File: src/rtl/core/mbsp_pkg.sv
// Shared constants, message record and data-count lookup for the MIDI byte parser.
// Used by mbsp_core, midi_byte_stream_parser and mbsp_checker. No dependencies.
package mbsp_pkg;

  localparam logic [7:0] ST_CHANNEL_MIN = 8'h80;
  localparam logic [7:0] ST_SYSEX_START = 8'hF0;
  localparam logic [7:0] ST_MTC_QUARTER = 8'hF1;
  localparam logic [7:0] ST_SONG_POS    = 8'hF2;
  localparam logic [7:0] ST_SONG_SELECT = 8'hF3;
  localparam logic [7:0] ST_TUNE_REQ    = 8'hF6;
  localparam logic [7:0] ST_SYSEX_END   = 8'hF7;
  localparam logic [7:0] ST_REALTIME    = 8'hF8;
  localparam logic [3:0] KIND_PROGRAM   = 4'hC;
  localparam logic [3:0] KIND_PRESSURE  = 4'hD;
  localparam logic [3:0] KIND_SYSTEM    = 4'hF;

  localparam int unsigned MSG_W = 24;

  typedef struct packed {
    logic [1:0] msg_length;
    logic [6:0] msg_data_second;
    logic [6:0] msg_data_first;
    logic [7:0] msg_status;
  } msg_t;

  function automatic logic [1:0] data_needed(input logic [7:0] st);
    logic [1:0] n;
    n = 2'd0;
    if (st[7:4] != KIND_SYSTEM) begin
      if (st[7:4] == KIND_PROGRAM || st[7:4] == KIND_PRESSURE) begin
        n = 2'd1;
      end else if (st >= ST_CHANNEL_MIN) begin
        n = 2'd2;
      end
    end else if (st == ST_MTC_QUARTER || st == ST_SONG_SELECT) begin
      n = 2'd1;
    end else if (st == ST_SONG_POS) begin
      n = 2'd2;
    end
    return n;
  endfunction

endpackage

File: src/rtl/core/midi_byte_stream_parser.sv
// MIDI byte-stream parser, top level: input register, parser core, result register.
// An accepted byte waits in the input register; its message, if any, goes to the result register.
// Throughput: one byte per cycle; a result held by m_tready low holds the input register.
// Reset (rst, synchronous) empties both registers, clears running status and returns
// the parser to waiting for a status byte. Depends on mbsp_pkg and mbsp_core.
module midi_byte_stream_parser
  import mbsp_pkg::*;
(
  input  logic             clk,
  input  logic             rst,
  input  logic             s_tvalid,
  output logic             s_tready,
  input  logic [7:0]       s_tdata,   // [7:0] data_byte
  output logic             m_tvalid,
  input  logic             m_tready,
  output logic [MSG_W-1:0] m_tdata    // [7:0] msg_status, [14:8] msg_data_first,
                                      // [21:15] msg_data_second, [23:22] msg_length
);

  logic       in_valid;
  logic [7:0] in_byte;
  logic       fire;
  logic       emit;
  msg_t       msg;
  msg_t       out_msg;

  assign fire     = in_valid && (!m_tvalid || m_tready);
  assign s_tready = !in_valid || fire;

  always_ff @(posedge clk) begin
    if (rst) begin
      in_valid <= 1'b0;
    end else if (s_tready) begin
      in_valid <= s_tvalid;
    end
  end

  always_ff @(posedge clk) begin
    if (s_tready && s_tvalid) begin
      in_byte <= s_tdata;
    end
  end

  mbsp_core u_core (
    .clk       (clk),
    .rst       (rst),
    .step      (fire),
    .data_byte (in_byte),
    .emit      (emit),
    .msg       (msg)
  );

  always_ff @(posedge clk) begin
    if (rst) begin
      m_tvalid <= 1'b0;
    end else if (fire) begin
      m_tvalid <= emit;
    end else if (m_tready) begin
      m_tvalid <= 1'b0;
    end
  end

  always_ff @(posedge clk) begin
    if (fire && emit) begin
      out_msg <= msg;
    end
  end

  assign m_tdata = out_msg;

endmodule

File: src/rtl/core/mbsp_core.sv
// Parser state and per-byte next-state logic: running status, data collection, sysex.
// Depends on mbsp_pkg.
module mbsp_core
  import mbsp_pkg::*;
(
  input  logic       clk,
  input  logic       rst,
  input  logic       step,
  input  logic [7:0] data_byte,
  output logic       emit,
  output msg_t       msg
);

  typedef enum logic [1:0] {
    MODE_WAIT    = 2'd0,
    MODE_COLLECT = 2'd1,
    MODE_SYSEX   = 2'd2
  } mode_t;

  mode_t      mode, mode_next;
  logic [7:0] running_status, running_status_next;
  logic [7:0] current_status, current_status_next;
  logic [1:0] collected_count, collected_count_next;
  logic [1:0] expected_count, expected_count_next;
  logic [6:0] data0, data0_next;
  logic [6:0] data1, data1_next;

  logic       take_en;
  logic [7:0] take_status;
  logic [1:0] take_exp;
  logic [1:0] take_cnt;
  logic [1:0] cnt_inc;
  logic [6:0] d0_new;
  logic [6:0] d1_new;

  always_comb begin
    mode_next            = mode;
    running_status_next  = running_status;
    current_status_next  = current_status;
    collected_count_next = collected_count;
    expected_count_next  = expected_count;
    emit                 = 1'b0;
    msg                  = '0;
    take_en              = 1'b0;
    take_status          = current_status;
    take_exp             = expected_count;
    take_cnt             = collected_count;

    if (data_byte >= ST_REALTIME) begin
      emit = 1'b1;
      msg  = '{msg_length: 2'd1, msg_data_second: 7'd0, msg_data_first: 7'd0,
               msg_status: data_byte};
    end else if (data_byte[7]) begin
      if (data_byte == ST_SYSEX_START) begin
        mode_next           = MODE_SYSEX;
        running_status_next = '0;
      end else if (data_byte == ST_SYSEX_END) begin
        mode_next            = MODE_WAIT;
        collected_count_next = '0;
        running_status_next  = '0;
      end else begin
        running_status_next  = (data_byte[7:4] == KIND_SYSTEM) ? 8'd0 : data_byte;
        current_status_next  = data_byte;
        collected_count_next = '0;
        expected_count_next  = data_needed(data_byte);
        if (data_needed(data_byte) == 2'd0) begin
          mode_next = MODE_WAIT;
          if (data_byte == ST_TUNE_REQ) begin
            emit = 1'b1;
            msg  = '{msg_length: 2'd1, msg_data_second: 7'd0, msg_data_first: 7'd0,
                     msg_status: data_byte};
          end
        end else begin
          mode_next = MODE_COLLECT;
        end
      end
    end else begin
      unique case (mode)
        MODE_COLLECT: take_en = 1'b1;
        MODE_SYSEX:   take_en = 1'b0;
        default: begin
          if (running_status != 8'd0) begin
            take_en     = 1'b1;
            take_status = running_status;
            take_exp    = data_needed(running_status);
            take_cnt    = 2'd0;
          end
        end
      endcase
    end

    cnt_inc = take_cnt + 2'd1;
    d0_new  = (take_cnt == 2'd0) ? data_byte[6:0] : data0;
    d1_new  = (take_cnt == 2'd1) ? data_byte[6:0] : data1;

    if (take_en) begin
      current_status_next = take_status;
      expected_count_next = take_exp;
      if (cnt_inc >= take_exp) begin
        emit = 1'b1;
        msg  = '{msg_length:      2'd1 + take_exp,
                 msg_data_second: (take_exp >= 2'd2) ? d1_new : 7'd0,
                 msg_data_first:  (take_exp >= 2'd1) ? d0_new : 7'd0,
                 msg_status:      take_status};
        mode_next            = MODE_WAIT;
        collected_count_next = '0;
      end else begin
        mode_next            = MODE_COLLECT;
        collected_count_next = cnt_inc;
      end
    end

    data0_next = (take_en && take_cnt == 2'd0) ? data_byte[6:0] : data0;
    data1_next = (take_en && take_cnt == 2'd1) ? data_byte[6:0] : data1;
  end

  always_ff @(posedge clk) begin
    if (rst) begin
      mode            <= MODE_WAIT;
      running_status  <= '0;
      current_status  <= '0;
      collected_count <= '0;
      expected_count  <= '0;
      data0           <= '0;
      data1           <= '0;
    end else if (step) begin
      mode            <= mode_next;
      running_status  <= running_status_next;
      current_status  <= current_status_next;
      collected_count <= collected_count_next;
      expected_count  <= expected_count_next;
      data0           <= data0_next;
      data1           <= data1_next;
    end
  end

endmodule

File: config.mk
export PLATFORM = sky130hd
export DESIGN_NAME = midi_byte_stream_parser
export DESIGN_NICKNAME = d
export VERILOG_FILES = /design/src/rtl/core/mbsp_pkg.sv /design/src/rtl/core/midi_byte_stream_parser.sv /design/src/rtl/core/mbsp_core.sv
export SDC_FILE = /design/constraint.sdc
export NUM_CORES = 1
export LEC_CHECK = 0
export BUFFER_PORTS_ARGS = -buffer_cell sky130_fd_sc_hd__buf_2
export CELL_PAD_IN_SITES_DETAIL_PLACEMENT = 1
export CELL_PAD_IN_SITES_GLOBAL_PLACEMENT = 1
export CORE_ASPECT_RATIO = 1.2
export CORE_MARGIN = 5
export CORE_UTILIZATION = 48
export CTS_BUF_LIST = sky130_fd_sc_hd__clkbuf_8
export CTS_CLUSTER_SIZE = 14
export DETAILED_ROUTE_END_ITERATION = 10
export HOLD_SLACK_MARGIN = 0.03
export PLACE_DENSITY = 0.93
export SYNTH_ARGS = -nofsm -noshare
export SYNTH_HDL_FRONTEND = slang
export SYNTH_SLANG_ARGS = --single-unit
File: constraint.sdc
create_clock -name clk -period 5.6 [get_ports clk]
set_clock_uncertainty 0.2 [all_clocks]
set_input_delay 0.56 -clock clk [delete_from_list [all_inputs] [get_ports clk]]
set_output_delay 0.56 -clock clk [all_outputs]
set_load 0.005 [all_outputs]
---- After elaboration in Yosys (flattened, before gate mapping) ----
Index checks and enable logic that the tools add are counted.
storage, ports and cells
  output and inout bits ................... 26
  register bits after elaboration ......... 70
  word-level logic and storage cells ...... 143
  input bits .............................. 12
cells by class
  eq/ne operators ......................... 22
  multiplexer cells ....................... 73
  reduce and logical (&&, ||, !) cells .... 25
  $add $sub $neg .......................... 2
  bitwise gates (word level) .............. 1
  order comparisons ....................... 6
operator list
  kind                                                             count
  24-bit 2-to-1 mux                                                7
  8-bit 2-to-1 mux                                                 12
  8-bit == test, second input constant                             9
  2-bit 2-to-1 mux                                                 33
  7-bit 2-to-1 mux                                                 4
  8-bit greater-or-equal comparator, second input constant         3
  23-bit 2-to-1 mux                                                1
  4-bit == test, second input constant                             5
  1-bit 2-to-1 mux                                                 15
  4-bit != test, second input constant                             2
  8-bit nonzero test                                               1
  1-bit logical OR                                                 6
  2-bit by 1-bit != test with 1-bit output, second input constant  3
  3-bit AND reduction                                              2
  1-bit logical AND                                                5
  5-bit AND reduction                                              1
  2-bit by 1-bit == test with 1-bit output, second input constant  2
  2-bit logical NOT                                                2
  2-bit AND reduction                                              2
  4-bit AND reduction                                              1
  2-bit nonzero test                                               2
  1-bit by 2-bit adder with 2-bit output, first input constant     1
  2-bit by 1-bit adder with 2-bit output, second input constant    1
  2-bit == test, second input constant                             1
  other kinds (7)                                                  8

---- Logic depth before layout (Yosys ltp) ----
Gate-level depths: netlist of the first run.
  depth after elaboration ................. 17
  gate-level depth with buffers ........... 16
  gate-level depth less buffers ........... 13

---- Hierarchy ----
A second synthesis of the first run with hierarchy kept.
unflattened totals
  cells, all modules ...................... 322
  area total of the unflattened synthesis .. 3318.2 µm²
modules (own cells, without submodules)
  module                   times used  area an instance (µm²)  cells an instance  seq. area each (µm²)
  mbsp_core                1           2254.7                  279                720.7
  midi_byte_stream_parser  1           1063.5                  43                 1001.0

---- Worst setup path after synthesis of the first run ----
OpenSTA, ideal clock, no wires.
  path type ............................... register -> register
  from .................................... register u_core.mode[1]
  to ...................................... register out_msg (netlist bit m_tdata[0]), enable pin
  data arrival time ....................... 3641 ps
  path buffers ............................ 3
  path slack .............................. 1351 ps
  setup time .............................. 408 ps
  data required time ...................... 4992 ps
  stages on the path, launching flop included .. 17
  period minus slack after synthesis ...... 4249 ps
  path through ............................ dfxtp_1 > inv_1 > ha_1 > nor2b_1 > buf_6 > a21bo_2 > buf_6 > nand2_1 > inv_1 > ha_1 > inv_1 > ha_1 > a21oi_1 > nand2b_1 > buf_2 > and2_1 > nor2b_1
on the way
  word-level cells in the longest chain between the ends .. 10
  elaborated cells between the ends (all ways) .. 17
  those cells by class .................... 1 x add/sub; 1 x order compare; 2 x eq/ne; 11 x mux; 2 x reduce/logical
ends and longest elaborated chain
  element                                                                           line                           RTL
  from (decl)                                                                       mbsp_core.sv:20                mode_t mode, mode_next;
  from (signal assigned)                                                            mbsp_core.sv:127               mode <= mode_next;
  2-bit by 1-bit == test with 1-bit output / 2-bit == test (equally long branches)  mbsp_core.sv:78                unique case (mode)
  2-bit OR reduction (no source line)                                               -
  2-bit 2-to-1 mux                                                                  mbsp_core.sv:78
  2-bit 2-to-1 mux                                                                  mbsp_core.sv:53                end else if (data_byte[7]) begin
  2-bit 2-to-1 mux                                                                  mbsp_core.sv:49                if (data_byte >= ST_REALTIME) begin
  2-bit by 1-bit adder with 2-bit output                                            mbsp_core.sv:92                cnt_inc = take_cnt + 2'd1;
  2-bit greater-or-equal comparator                                                 mbsp_core.sv:99                if (cnt_inc >= take_exp) begin
  1-bit 2-to-1 mux                                                                  mbsp_core.sv:99
  1-bit 2-to-1 mux *                                                                mbsp_core.sv:96                if (take_en) begin
  1-bit logical AND *                                                               midi_byte_stream_parser.sv:64  if (fire && emit) begin
  to (signal assigned)                                                              midi_byte_stream_parser.sv:65  out_msg <= msg;
  to (decl)                                                                         midi_byte_stream_parser.sv:25  msg_t out_msg;
Mark *: on every way between the ends. The rest lies on a longest branch, timed or not.
A chain may end at the register's enable or synchronous reset.

---- Final worst setup path of the first run ----
  from .................................... register u_core.mode[1]
  to ...................................... register out_msg (netlist bit m_tdata[17]), enable pin
The elaborated chain is that of the path after synthesis.

==> results by group, run 1 <==
Yosys
  • Count of distinct cell types in the synthesized netlist: 52
  • Portion of the post-synthesis area used by sequential elements: 0.5106
  • Synthesized instance count: 321
  • Cell Area, Synth: 0.003372 mm²
  • Flop and latch count out of synthesis: 70
  • Most used flip-flop cell after synthesis: sky130_fd_sc_hd__dfxtp_1
  • Share of flip-flops with an asynchronous set or reset: 0
  • Post-synthesis net count: between 300 and 400
  • Yosys warnings: 0
  • Number of enable flip-flop cells after synthesis: 32
  • Mean post-synth cell area: 10.50 µm²

Clock network
  • Postcts setup bufs: 0
  • Max H-tree Level: 3
  • TritonCTS buffer count: 9
  • TritonCTS Sinks: 70
  • Quantity of hold-fixing buffers added after cts: 0
  • Largest buffer count on any clock path: 2
  • CTS resizes: 0
  • Worst-path clk slew: roughly 70 ps
  • Clock root buffer master: sky130_fd_sc_hd__clkbuf_8
  • Clock latency on the worst-skew pair: between 300 and 400 ps
  • CTS tree: done

Global routing
  • Global route total overflow: 0
  • Via count of the first global-routing pass: between 2000 and 3000
  • Initial antenna violation count: 0
  • Combined global-route utilization of all metal layers: 0.2270
  • Global-route wire length before repair: ~15 mm
  • Maximum number of pins on one net before global-route repair: 42

Cells and area
  • NumNets Final: 364
  • Multi-input gate area in the final layout: 0.001468 mm²
  • Most common cell after layout, fill and taps aside: sky130_fd_sc_hd__nor2_1
  • Top library cells by usage in the layout, fill and taps aside: sky130_fd_sc_hd__nor2_1, sky130_fd_sc_hd__dfxtp_1, sky130_fd_sc_hd__buf_2
  • Area occupied by registers: 0.001722 mm²
  • Layout overhead on the synthesized area: 10.28%
  • Number of filler instances in the final layout: between 700 and 800
  • Fraction of final layout cells sized beyond drive strength 1: 0.1937
  • Diode insertion count for antenna repair: 0

STA
  • Worst hold slack: between 150 and 200 ps
  • Final sum of negative setup slack: 0 ps
  • Crit path time final: between 4000 and 5000 ps
  • Slew Limit Fails: 0
  • Final hold violations: 0
  • Relative slew slack: 0.4841
  • Highest clock frequency the design can meet: ~220 MHz
  • Final period utilization: 0.7970
  • Slew of the pin with the lowest slew margin: 773.8 ps
  • Unrepaired setup endpoints after global routing: false
  • Setup-violating endpoint count in the final report: 0

Detailed routing
  • Number of remaining DRC errors: 0
  • Vias per std cell: ~6.1
  • Total vias in the final route: 2670
  • Antenna-violating nets left: 0
  • Pre-Repair DR Iteration Count: 4
  • Iteration-0 DRC Markers: roughly 180
  • Total routed wirelength: 9.340 mm
  • DR WL/cell: roughly 21 µm

Pwr
  • Combinational Power Share: 0.124
  • Switching part of the total: 0.2756
  • Leakage power: between 1 and 1.5 nW
  • Sequential share of power: 0.523
  • Power density over the cells: approximately 300 mW/mm²
  • Internal power consumption: 805.0 µW
  • Maximum VDD drop: roughly 0.00015 V
  • Net Sw Power: 306.3 µW
  • Clock Power Share: 0.353

Floorplan
  • Die height: ~100 µm
  • Die ar.: ~0.0088 mm²
  • Effective utilization at floorplan: 0.4920
  • Number of placement rows: 33
  • Die width: 86.51 µm
  • Total I/O pin count: 38
  • Area of the core: 0.006854 mm²

Setup path
  • Worst Path Class, Setup: flop to flop
  • Critical Path AT: between 4000 and 5000 ps
  • Data required time at the worst endpoint: 5420 ps
  • Critical path launch point type: flop
  • Highest fanout seen on the critical path: 24
  • Type of destination of the critical path: flop

Hold path
  • HP Class: input port to flop

Place
  • Final RePlAce weighted congestion: approximately 0.93
  • Post-detail-place hpwl: 6.225 mm
  • Number of port buffers: 37

Job
  • Number of violations of the max-capacitance limit: 0

Status
  • Run status: complete, no violations
==> synthesized netlist by cell type (2+ instances only) <==
cell type | count | area (µm²)
sky130_fd_sc_hd__and3_1 | 4 | 25.02
sky130_fd_sc_hd__and2_1 | 3 | 18.77
sky130_fd_sc_hd__a311oi_2 | 2 | 30.03
sky130_fd_sc_hd__edfxtp_1 | 32 | 960.9
sky130_fd_sc_hd__buf_6 | 4 | 45.04
sky130_fd_sc_hd__nor4_4 | 2 | 42.54
sky130_fd_sc_hd__o21ai_0 | 9 | 45.04
sky130_fd_sc_hd__dfxtp_1 | 38 | 760.7
sky130_fd_sc_hd__buf_4 | 3 | 22.52
sky130_fd_sc_hd__o22ai_1 | 9 | 56.30
sky130_fd_sc_hd__buf_2 | 10 | 50.05
sky130_fd_sc_hd__or3_1 | 2 | 12.51
sky130_fd_sc_hd__nor2b_1 | 4 | 25.02
sky130_fd_sc_hd__inv_1 | 10 | 37.54
sky130_fd_sc_hd__nand2b_1 | 13 | 81.33
sky130_fd_sc_hd__buf_1 | 2 | 7.510
sky130_fd_sc_hd__a211oi_1 | 3 | 22.52
sky130_fd_sc_hd__nor2_1 | 40 | 150.1
sky130_fd_sc_hd__nor3_1 | 10 | 50.05
sky130_fd_sc_hd__a21oi_1 | 12 | 60.06
sky130_fd_sc_hd__clkbuf_1 | 6 | 22.52
sky130_fd_sc_hd__mux2i_1 | 28 | 280.3
sky130_fd_sc_hd__o32ai_1 | 7 | 61.31
sky130_fd_sc_hd__ha_1 | 6 | 75.07
sky130_fd_sc_hd__a22oi_1 | 6 | 45.04
sky130_fd_sc_hd__nand3_1 | 11 | 55.05
sky130_fd_sc_hd__nand2_1 | 20 | 75.07
==> metal layers <==
metal / vias to the layer above / GRT usage / part of all wire
met3: 31 / 0.04677 / 0.065
met4: 0 / 0.1451 / 0.045
met2: 107 / 0.4034 / 0.51
met1: 1317 / 0.2435 / 0.38
li1: 1215 / - / -
met5: - / 0 / 0
==> layout make-up <==
cell class | count | share of cell area
Sequential cell | 70 | 0.4630
Inverter | 10 | 0.01009
Timing Repair Buffer | 39 | 0.05384
Tap cell | 87 | 0.02927
Clock inverter | 7 | 0.01581
Clock buffer | 9 | 0.03331
Multi-Input combinational cell | 216 | 0.3947
==> power groups by stage <==
stage / clock network [mW] / logic [mW] / registers, mW
floorplan: 0 / 0.113 / 0.576
global placement: 0 / 0.125 / 0.590
CTS: 0.392 / 0.137 / 0.580
global route: 0.425 / 0.149 / 0.582
finish: 0.393 / 0.138 / 0.581
detailed placement: 0 / 0.133 / 0.591
==> through the flow <==
stage | cell area, µm² | std cells | worst slack (ps) | utilization | power [mW]
after global placement | 3536 | 422 | 1545 | 0.5159 | 0.7149
after CTS | 3719 | 438 | 1201 | 0.5425 | 1.108
after floorplan | 3372 | 321 | 1351 | - | 0.6892
after global routing | 3719 | 438 | 913.7 | 0.5425 | 1.156
after detailed placement | 3536 | 422 | 1356 | 0.5159 | 0.7243
final | 3719 | 438 | 1137 | 0.5425 | 1.111
==> kinds of logic after synthesis <==
| family | synth area share |
|---|---|
| multiplexers | 0.08646 |
| adder cells (fa/ha/maj) | 0.02226 |
| AND/OR/NAND/NOR | 0.1915 |
| buffers and inverters | 0.05492 |
| AO/OA/AOI/OAI | 0.1343 |
| flip-flops | 0.5106 |
==> state kept, by name, summed over array words and instances, names as in the netlist <==
name and cells:
in_byte 8, in_valid 1, m_tdata 24, m_tvalid 1
u_core.collected_count 2, u_core.current_status 8, u_core.data0 7, u_core.data1 7
u_core.expected_count 2, u_core.mode 2, u_core.running_status 8
==> worst max-delay path: stages (launching register included) <==
cell and delay [ps]:
sky130_fd_sc_hd__dfxtp_1 330, sky130_fd_sc_hd__inv_1 60, sky130_fd_sc_hd__ha_1 340, sky130_fd_sc_hd__nor2b_1 530
sky130_fd_sc_hd__a21bo_2 420, sky130_fd_sc_hd__nand2_1 150, sky130_fd_sc_hd__inv_1 80, sky130_fd_sc_hd__ha_1 310
sky130_fd_sc_hd__inv_1 60, sky130_fd_sc_hd__ha_1 280, sky130_fd_sc_hd__a21oi_1 80, sky130_fd_sc_hd__nand2b_1 460
sky130_fd_sc_hd__and2_1 370, sky130_fd_sc_hd__nor2b_2 130, sky130_fd_sc_hd__buf_4 320
==> worst paths after layout <==
check        cells past startpoint  slack [ps]                      endpoint                         start
max                             14        1140     m_tdata[17]$_SDFFCE_PN0P_   u_core.mode[1]$_SDFFE_PP0P_
min                              1         180          in_byte[5]$_DFFE_PP_                    s_tdata[5]
max reg2reg                     14        1140     m_tdata[17]$_SDFFCE_PN0P_   u_core.mode[1]$_SDFFE_PP0P_
min reg2reg                      2         310  u_core.data1[2]$_SDFFE_PP0P_  u_core.data1[2]$_SDFFE_PP0P_
Power figures use the tool's default switching activity.
==> run 2: changes to the inputs <==
==> constraint.sdc (replaced) <==
create_clock -name clk -period 4.6 [get_ports clk]
set_clock_uncertainty 0.2 [all_clocks]
set_input_delay 0.46 -clock clk [delete_from_list [all_inputs] [get_ports clk]]
set_output_delay 0.46 -clock clk [all_outputs]
set_load 0.005 [all_outputs]
==> run 2 against run 1 <==
Compared with the run above: count of clock-buffer cells in the layout stayed put; final cell count grew 0.23%; worst hold slack got worse by 100 ps; clock power increased by 65%; critical path depth is the same; total power is 37% higher; via count is 1.4% higher; critical endpoint is now m_tdata[19]$_SDFFCE_PN0P_; sequential share of layout area shrank 1.0 points.
==> results by group, run 2 (same netlist as run 1, synthesis figures left out) <==
Clock network
  • Worst-path clk slew: around 70 ps
  • CTS tree: done
  • TritonCTS buffer count: 9
  • Postcts setup bufs: 0
  • Largest buffer count on any clock path: 2
  • Max H-tree Level: 3
  • CTS resizes: 0
  • TritonCTS Sinks: 70
  • Clock root buffer master: sky130_fd_sc_hd__clkbuf_8
  • Quantity of hold-fixing buffers added after cts: 0
  • Clock latency on the worst-skew pair: 350 ps

Detailed routing
  • Total vias in the final route: between 2000 and 3000
  • Total routed wirelength: about 9.5 mm
  • Iteration-0 DRC Markers: 167
  • Pre-Repair DR Iteration Count: 4
  • Antenna-violating nets left: 0
  • DR WL/cell: approximately 22 µm
  • Number of remaining DRC errors: 0
  • Vias per std cell: 6.169

Cells and area
  • Final standard cell area without fillers: 0.003804 mm²
  • Layout overhead on the synthesized area: 12.80%
  • Top library cells by usage in the layout, fill and taps aside: sky130_fd_sc_hd__nor2_1, sky130_fd_sc_hd__dfxtp_1, sky130_fd_sc_hd__buf_2
  • Most common cell after layout, fill and taps aside: sky130_fd_sc_hd__nor2_1
  • Flip-flop count of the largest register, all copies and words added: 24
  • NumNets Final: roughly 370
  • Fraction of final layout cells sized beyond drive strength 1: 0.1989
  • Final standard cell utilization of the core: 0.5549
  • Diode insertion count for antenna repair: 0

Setup path
  • Critical path launch point type: flop
  • Max incr delay on CP: 560 ps
  • Slowest cell on the critical path: sky130_fd_sc_hd__nor2b_1
  • Series of cell instances along the critical path: inv_1, ha_1, nor2b_1, a21bo_2, nand2_1, inv_1, ha_1, inv_1, ha_1, a21oi_1, nand2b_1, buf_4, nand2b_1, nor2_1
  • Data required time at the worst endpoint: roughly 4500 ps
  • Critical Path AT: roughly 3900 ps
  • CP Launch Point: u_core.mode[1]$_SDFFE_PP0P_
  • Worst Path Class, Setup: flop to flop
  • Type of destination of the critical path: flop
  • Highest fanout seen on the critical path: 20
  • FF-to-FF Start: u_core.mode[1]$_SDFFE_PP0P_

Global routing
  • Via count of the first global-routing pass: about 2900
  • Global route total overflow: 0
  • Maximum number of pins on one net before global-route repair: 42
  • Combined global-route utilization of all metal layers: 0.2314
  • Global-route wire length before repair: 15.37 mm
  • Initial antenna violation count: 0

STA
  • Crit path time final: approximately 4000 ps
  • Worst hold slack: ~81 ps
  • Final hold violations: 0
  • Unrepaired setup endpoints after global routing: false
  • Slew of the pin with the lowest slew margin: between 700 and 800 ps
  • Relative slew slack: 0.5100
  • Highest clock frequency the design can meet: ~250 MHz
  • Worst Slack Setup Final: 575.4 ps
  • Final period utilization: 0.8749
  • Final sum of negative setup slack: 0 ps
  • Slew Limit Fails: 0
  • Setup-violating endpoint count in the final report: 0

Floorplan
  • Die ar.: approximately 0.0088 mm²
  • Effective utilization at floorplan: 0.4920
  • Die height: 101.8 µm
  • Area of the core: a little under 0.007 mm²
  • Number of placement rows: 33
  • Die width: 86.51 µm
  • Total I/O pin count: 38

Pwr
  • Net Sw Power: around 380 µW
  • Clock Power Share: 0.425
  • Combinational Power Share: 0.112
  • Switching part of the total: 0.2460
  • Leakage power: roughly 1.4 nW
  • Sequential share of power: 0.463
  • Internal power consumption: roughly 1.2 mW
  • Power density over the cells: 401.4 mW/mm²
  • Maximum VDD drop: just under 0.0002 V

Place
  • Number of port buffers: 37
  • Final RePlAce weighted congestion: 0.8894
  • Placement Setup Slack: 729.0 ps
  • Instance area at placement: about 0.0035 mm²
  • Post-detail-place hpwl: around 6.4 mm

Hold path
  • HP Class: input port to flop
  • Worst hold start: s_tdata[2]

Status
  • Run status: complete, no violations

Job
  • Number of violations of the max-capacitance limit: 0
[run 2: cell count changes in the layout (fill, tap and decap cells not counted)]
cell / before / now
sky130_fd_sc_hd__clkinvlp_4: 1 / 0
sky130_fd_sc_hd__buf_4: 2 / 3
sky130_fd_sc_hd__inv_1: 12 / 10
sky130_fd_sc_hd__clkinv_1: 1 / 2
sky130_fd_sc_hd__bufinv_16: 1 / 4
sky130_fd_sc_hd__clkinv_2: 2 / 0
sky130_fd_sc_hd__clkinv_4: 0 / 1
[run 2: final cells by class]
| cell class | count | area (µm²) |
|---|---|---|
| Sequential cell | 70 | 1722 |
| Timing Repair Buffer | 40 | 207.7 |
| Inverter | 10 | 37.54 |
| Multi-Input combinational cell | 216 | 1468 |
| Fill cell | 770 | 3050 |
| Clock buffer | 9 | 123.9 |
| Clock inverter | 7 | 136.4 |
| Tap cell | 87 | 108.9 |
[run 2: layer usage]
layer / routed length [µm] / GRT usage / vias up
met4: 281 / 0.1103 / 0
li1: - / - / 1219
met2: 5065 / 0.4211 / 105
met3: 388 / 0.03629 / 24
met5: 0 / 0 / -
met1: 3740 / 0.2628 / 1360
[run 2: worst paths after layout]
check	endpoint	slack [ps]	cells past startpoint
setup / recovery	m_tdata[19]$_SDFFCE_PN0P_	580	14
hold / removal	in_byte[2]$_DFFE_PP_	80	1
hold reg to reg	u_core.current_status[7]$_SDFFE_PP0P_	300	2
setup reg to reg	m_tdata[19]$_SDFFCE_PN0P_	580	14
[run 2: worst max-delay path: cells and delay by family (launching register included)]
family / cells / cell delay [ps]
adder cells (fa/ha/maj): 3 / 940
flip-flops: 1 / 320
buffers and inverters: 4 / 420
AND/OR/NAND/NOR: 5 / 1270
AO/OA/AOI/OAI: 2 / 610
[run 2: per-stage QoR]
step                      instances  total power [mW]
after global placement          423            0.8732
after floorplan                 321            0.8390
after detailed placement        423            0.8838
after CTS                       439             1.531
after global routing            439             1.582
final                           439             1.527
[run 2: power by group through the flow]
stage | Combinational, mW | Clock [mW] | Sequential [mW]
after global placement | 0.155 | 0 | 0.718
final | 0.171 | 0.649 | 0.707
after CTS | 0.169 | 0.656 | 0.706
after detailed placement | 0.164 | 0 | 0.719
after floorplan | 0.137 | 0 | 0.702
after global routing | 0.186 | 0.687 | 0.709
==> run 3: changes to the inputs <==
--- a/config.mk
+++ b/config.mk
@@ -10,12 +10,13 @@
 export CELL_PAD_IN_SITES_GLOBAL_PLACEMENT = 1
 export CORE_ASPECT_RATIO = 1.2
 export CORE_MARGIN = 5
-export CORE_UTILIZATION = 48
+export CORE_UTILIZATION = 43
 export CTS_BUF_LIST = sky130_fd_sc_hd__clkbuf_8
 export CTS_CLUSTER_SIZE = 14
 export DETAILED_ROUTE_END_ITERATION = 10
 export HOLD_SLACK_MARGIN = 0.03
-export PLACE_DENSITY = 0.93
+export PLACE_DENSITY = 0.89
 export SYNTH_ARGS = -nofsm -noshare
 export SYNTH_HDL_FRONTEND = slang
+export SYNTH_HIERARCHICAL = 1
 export SYNTH_SLANG_ARGS = --single-unit
==> constraint.sdc (replaced) <==
create_clock -name clk -period 3.3 [get_ports clk]
set_clock_uncertainty 0.2 [all_clocks]
set_input_delay 0.33 -clock clk [delete_from_list [all_inputs] [get_ports clk]]
set_output_delay 0.33 -clock clk [all_outputs]
set_load 0.005 [all_outputs]
==> run 3 against run 2 <==
Compared with the run above: final cell count grew 7.3%; register-to-register slack lost 500 ps; critical path type unchanged; total power grew 30%; first-iteration DRC count grew 32%; worst hold slack gained 11 ps; utilization shrank 2.7 points; clock power shrank 5.1%; combinational power grew 110%; final area grew 5.8%; worst setup slack lost 500 ps; count of clock-buffer cells in the layout is the same; non-clock buffer count grew 24.
==> results by group, run 3 <==
Hold path
  • Hold Path Cell Cnt: 3
  • HP Class: input port to flop

Cells and area
  • Most common cell after layout, fill and taps aside: sky130_fd_sc_hd__nor2_1
  • Fraction of final layout cells sized beyond drive strength 1: 0.2507
  • Layout overhead on the synthesized area: 21.23%
  • Top library cells by usage in the layout, fill and taps aside: sky130_fd_sc_hd__nor2_1, sky130_fd_sc_hd__buf_2, sky130_fd_sc_hd__dfxtp_1
  • NumNets Final: a little under 400
  • Final standard cell utilization of the core: 0.5279
  • Flip-flop count of the largest register, all copies and words added: 24
  • Diode insertion count for antenna repair: 0

Clock network
  • Worst-path clk slew: approximately 80 ps
  • Clock latency on the worst-skew pair: around 350 ps
  • Largest buffer count on any clock path: 2
  • Clock root buffer master: sky130_fd_sc_hd__clkbuf_8
  • CTS tree: done
  • TritonCTS Sinks: 70
  • TritonCTS buffer count: 9
  • Max H-tree Level: 3

Place
  • Final RePlAce weighted congestion: between 0.9 and 1
  • Post-detail-place hpwl: 6.837 mm
  • Number of port buffers: 37

Pwr
  • Clock Power Share: 0.310
  • Combinational Power Share: 0.182
  • Leakage power: roughly 1.5 nW
  • Power density over the cells: between 400 and 500 mW/mm²
  • Internal power consumption: between 1 and 1.5 mW
  • Sequential share of power: 0.508
  • Maximum VDD drop: about 0.00023 V
  • Net Sw Power: ~600 µW
  • Power, Total: 1.987 mW
  • Switching part of the total: 0.2999

Global routing
  • Via count of the first global-routing pass: roughly 3000
  • Global-route wire length before repair: about 15 mm
  • Global route total overflow: 0
  • Initial antenna violation count: 0
  • Combined global-route utilization of all metal layers: 0.2073
  • Maximum number of pins on one net before global-route repair: 46

Floorplan
  • Die ar.: between 0.009 and 0.01 mm²
  • Number of placement rows: 35
  • Effective utilization at floorplan: 0.4355
  • Die width: between 90 and 100 µm
  • Area of the core: around 0.0076 mm²
  • Die height: around 110 µm
  • Total I/O pin count: 38

STA
  • Final hold violations: 0
  • Slew of the pin with the lowest slew margin: around 830 ps
  • Setup-violating endpoint count in the final report: 0
  • Crit path time final: roughly 3200 ps
  • Highest clock frequency the design can meet: 310.2 MHz
  • Worst hold slack: ~91 ps
  • Slew Limit Fails: 0
  • Relative slew slack: 0.4436
  • Final period utilization: 0.9769

Yosys
  • Area leader, netlist: sky130_fd_sc_hd__edfxtp_1
  • Main area contributors after synthesis: sky130_fd_sc_hd__edfxtp_1, sky130_fd_sc_hd__dfxtp_1, sky130_fd_sc_hd__mux2i_1
  • Number of enable flip-flop cells after synthesis: 32
  • Synth cell count leaders: sky130_fd_sc_hd__nor2_1, sky130_fd_sc_hd__dfxtp_1, sky130_fd_sc_hd__mux2i_1
  • Fraction of post-synthesis cell area in the top cell type by area: 0.2896
  • Yosys warnings: 6
  • Mean post-synth cell area: 10.30 µm²
  • Most used flip-flop cell after synthesis: sky130_fd_sc_hd__dfxtp_1
  • Count of distinct cell types in the synthesized netlist: 43
  • Synthesized instance count: 322
  • Most common cell in the netlist: sky130_fd_sc_hd__nor2_1
  • Flop and latch count out of synthesis: 70
  • Cell Area, Synth: between 0.003 and 0.004 mm²
  • Post-synthesis net count: 340
  • Share of flip-flops with an asynchronous set or reset: 0
  • Portion of the post-synthesis area used by sequential elements: 0.5189

Detailed routing
  • Vias per std cell: just under 6
  • Number of remaining DRC errors: 0
  • Iteration-0 DRC Markers: between 200 and 250
  • Antenna-violating nets left: 0
  • Pre-Repair DR Iteration Count: 4
  • Total routed wirelength: ~10 mm
  • Total vias in the final route: between 2000 and 3000
  • DR WL/cell: slightly above 20 µm

Setup path
  • CP Launch Point: u_core/mode[1]$_SDFFE_PP0P_
  • Data required time at the worst endpoint: ~3200 ps
  • Critical Path Sink: m_tdata[8]$_DFFE_PP_
  • Type of destination of the critical path: flop
  • Highest fanout seen on the critical path: 24
  • FF-to-FF Start: u_core/mode[1]$_SDFFE_PP0P_
  • Worst Path Class, Setup: flop to flop
  • Critical path launch point type: flop
  • Register-to-register setup slack: roughly 76 ps
  • Worst reg2reg endpoint: m_tdata[8]$_DFFE_PP_
  • Number of cells traversed by the worst register-to-register path: 14
  • Critical Path AT: about 3100 ps

Status
  • Run status: complete, no violations

Job
  • Number of violations of the max-capacitance limit: 0
[run 3: cell types whose count changed after synthesis, moves of 3 or more]
cell	before	now
sky130_fd_sc_hd__nand2_1	20	13
sky130_fd_sc_hd__o221ai_1	1	8
sky130_fd_sc_hd__mux2i_1	28	35
sky130_fd_sc_hd__a31oi_1	1	10
sky130_fd_sc_hd__o22ai_1	9	3
sky130_fd_sc_hd__nor2b_1	4	7
sky130_fd_sc_hd__o32ai_1	7	0
sky130_fd_sc_hd__nor2_1	40	50
sky130_fd_sc_hd__clkbuf_1	6	12
sky130_fd_sc_hd__nand3_1	11	4
sky130_fd_sc_hd__buf_2	10	7
sky130_fd_sc_hd__buf_6	4	0
sky130_fd_sc_hd__a21oi_1	12	15
[run 3: how the worst min path moves through the flow]
stage	slack (ps)	start	end
CTS	90	m_tready	in_valid$_SDFFE_PP0P_
global placement	270	u_core/current_status[7]$_SDFFE_PP0P_	u_core/current_status[7]$_SDFFE_PP0P_
floorplan	200	rst	in_valid$_SDFFE_PP0P_
finish	90	m_tready	in_valid$_SDFFE_PP0P_
global route	110	m_tready	in_valid$_SDFFE_PP0P_
detailed placement	280	u_core/data1[1]$_SDFFE_PP0P_	u_core/data1[1]$_SDFFE_PP0P_
[run 3: cell families after synthesis]
kind of cell,count (synthesis),share of synthesized area
AND/OR/NAND/NOR,115,0.1784
flip-flops,70,0.5189
AO/OA/AOI/OAI,62,0.1290
multiplexers,36,0.1090
buffers and inverters,33,0.04223
adder cells (fa/ha/maj),6,0.02262
[run 3: per-layer routing]
metal  vias to the layer above  track usage  wire length, µm
met4                         0       0.1000              293
met2                        87       0.3781             5190
met1                      1410       0.2220             3769
met5                         -            0                0
li1                       1266            -                -
met3                        30      0.05096              484
[run 3: worst max-delay path, stage by stage (launching register included)]
cell and delay (ps):
sky130_fd_sc_hd__dfxtp_2 330, sky130_fd_sc_hd__inv_2 50, sky130_fd_sc_hd__ha_4 250, sky130_fd_sc_hd__and2b_2 190, sky130_fd_sc_hd__a21bo_4 280, sky130_fd_sc_hd__mux2_4 330
sky130_fd_sc_hd__ha_1 290, sky130_fd_sc_hd__nand2b_1 120, sky130_fd_sc_hd__a21oi_2 80, sky130_fd_sc_hd__nand2b_4 140, sky130_fd_sc_hd__and2_4 180, sky130_fd_sc_hd__inv_2 70
sky130_fd_sc_hd__nand2_4 60, sky130_fd_sc_hd__nor2b_4 160, sky130_fd_sc_hd__buf_12 190
[run 3: metrics by stage]
| stage | setup WS [ps] | area [µm²] | setup TNS [ps] | cells |
|---|---|---|---|---|
| after floorplan | -50.84 | 3406 | -1220 | 322 |
| after global placement | 142.6 | 3701 | 0 | 441 |
| after detailed placement | -29.83 | 3701 | -686.6 | 441 |
| after CTS | 2.077 | 3965 | 0 | 466 |
| after global routing | -28.25 | 4023 | -551.8 | 471 |
| final | 76.39 | 4023 | 0 | 471 |
[run 3: power by group through the flow]
stage	clock, mW	combinational [mW]	sequential (mW)
detailed placement	0	0.325	1.03
CTS	0.629	0.336	1.01
floorplan	0	0.233	1.01
global placement	0	0.305	1.02
finish	0.616	0.361	1.01
global route	0.676	0.390	1.01
[run 3: area by class of cell]
| type | count | area [µm²] |
|---|---|---|
| multi-input combinational | 219 | 1549 |
| tap | 92 | 115.1 |
| inverter | 10 | 37.54 |
| clock inverter | 7 | 50.05 |
| fill | 854 | 3597 |
| clock buffer | 9 | 123.9 |
| sequential | 70 | 1724 |
| timing repair buffer | 64 | 422.9 |
[run 3: repair_timing]
action,4_1_cts,5_1_grt
endpoints found under the setup margin,24,25
setup buffers,0,5
resized for setup,1,3
hold buffers,9,0
hold endpoints to repair,9,0
pin swaps,0,1
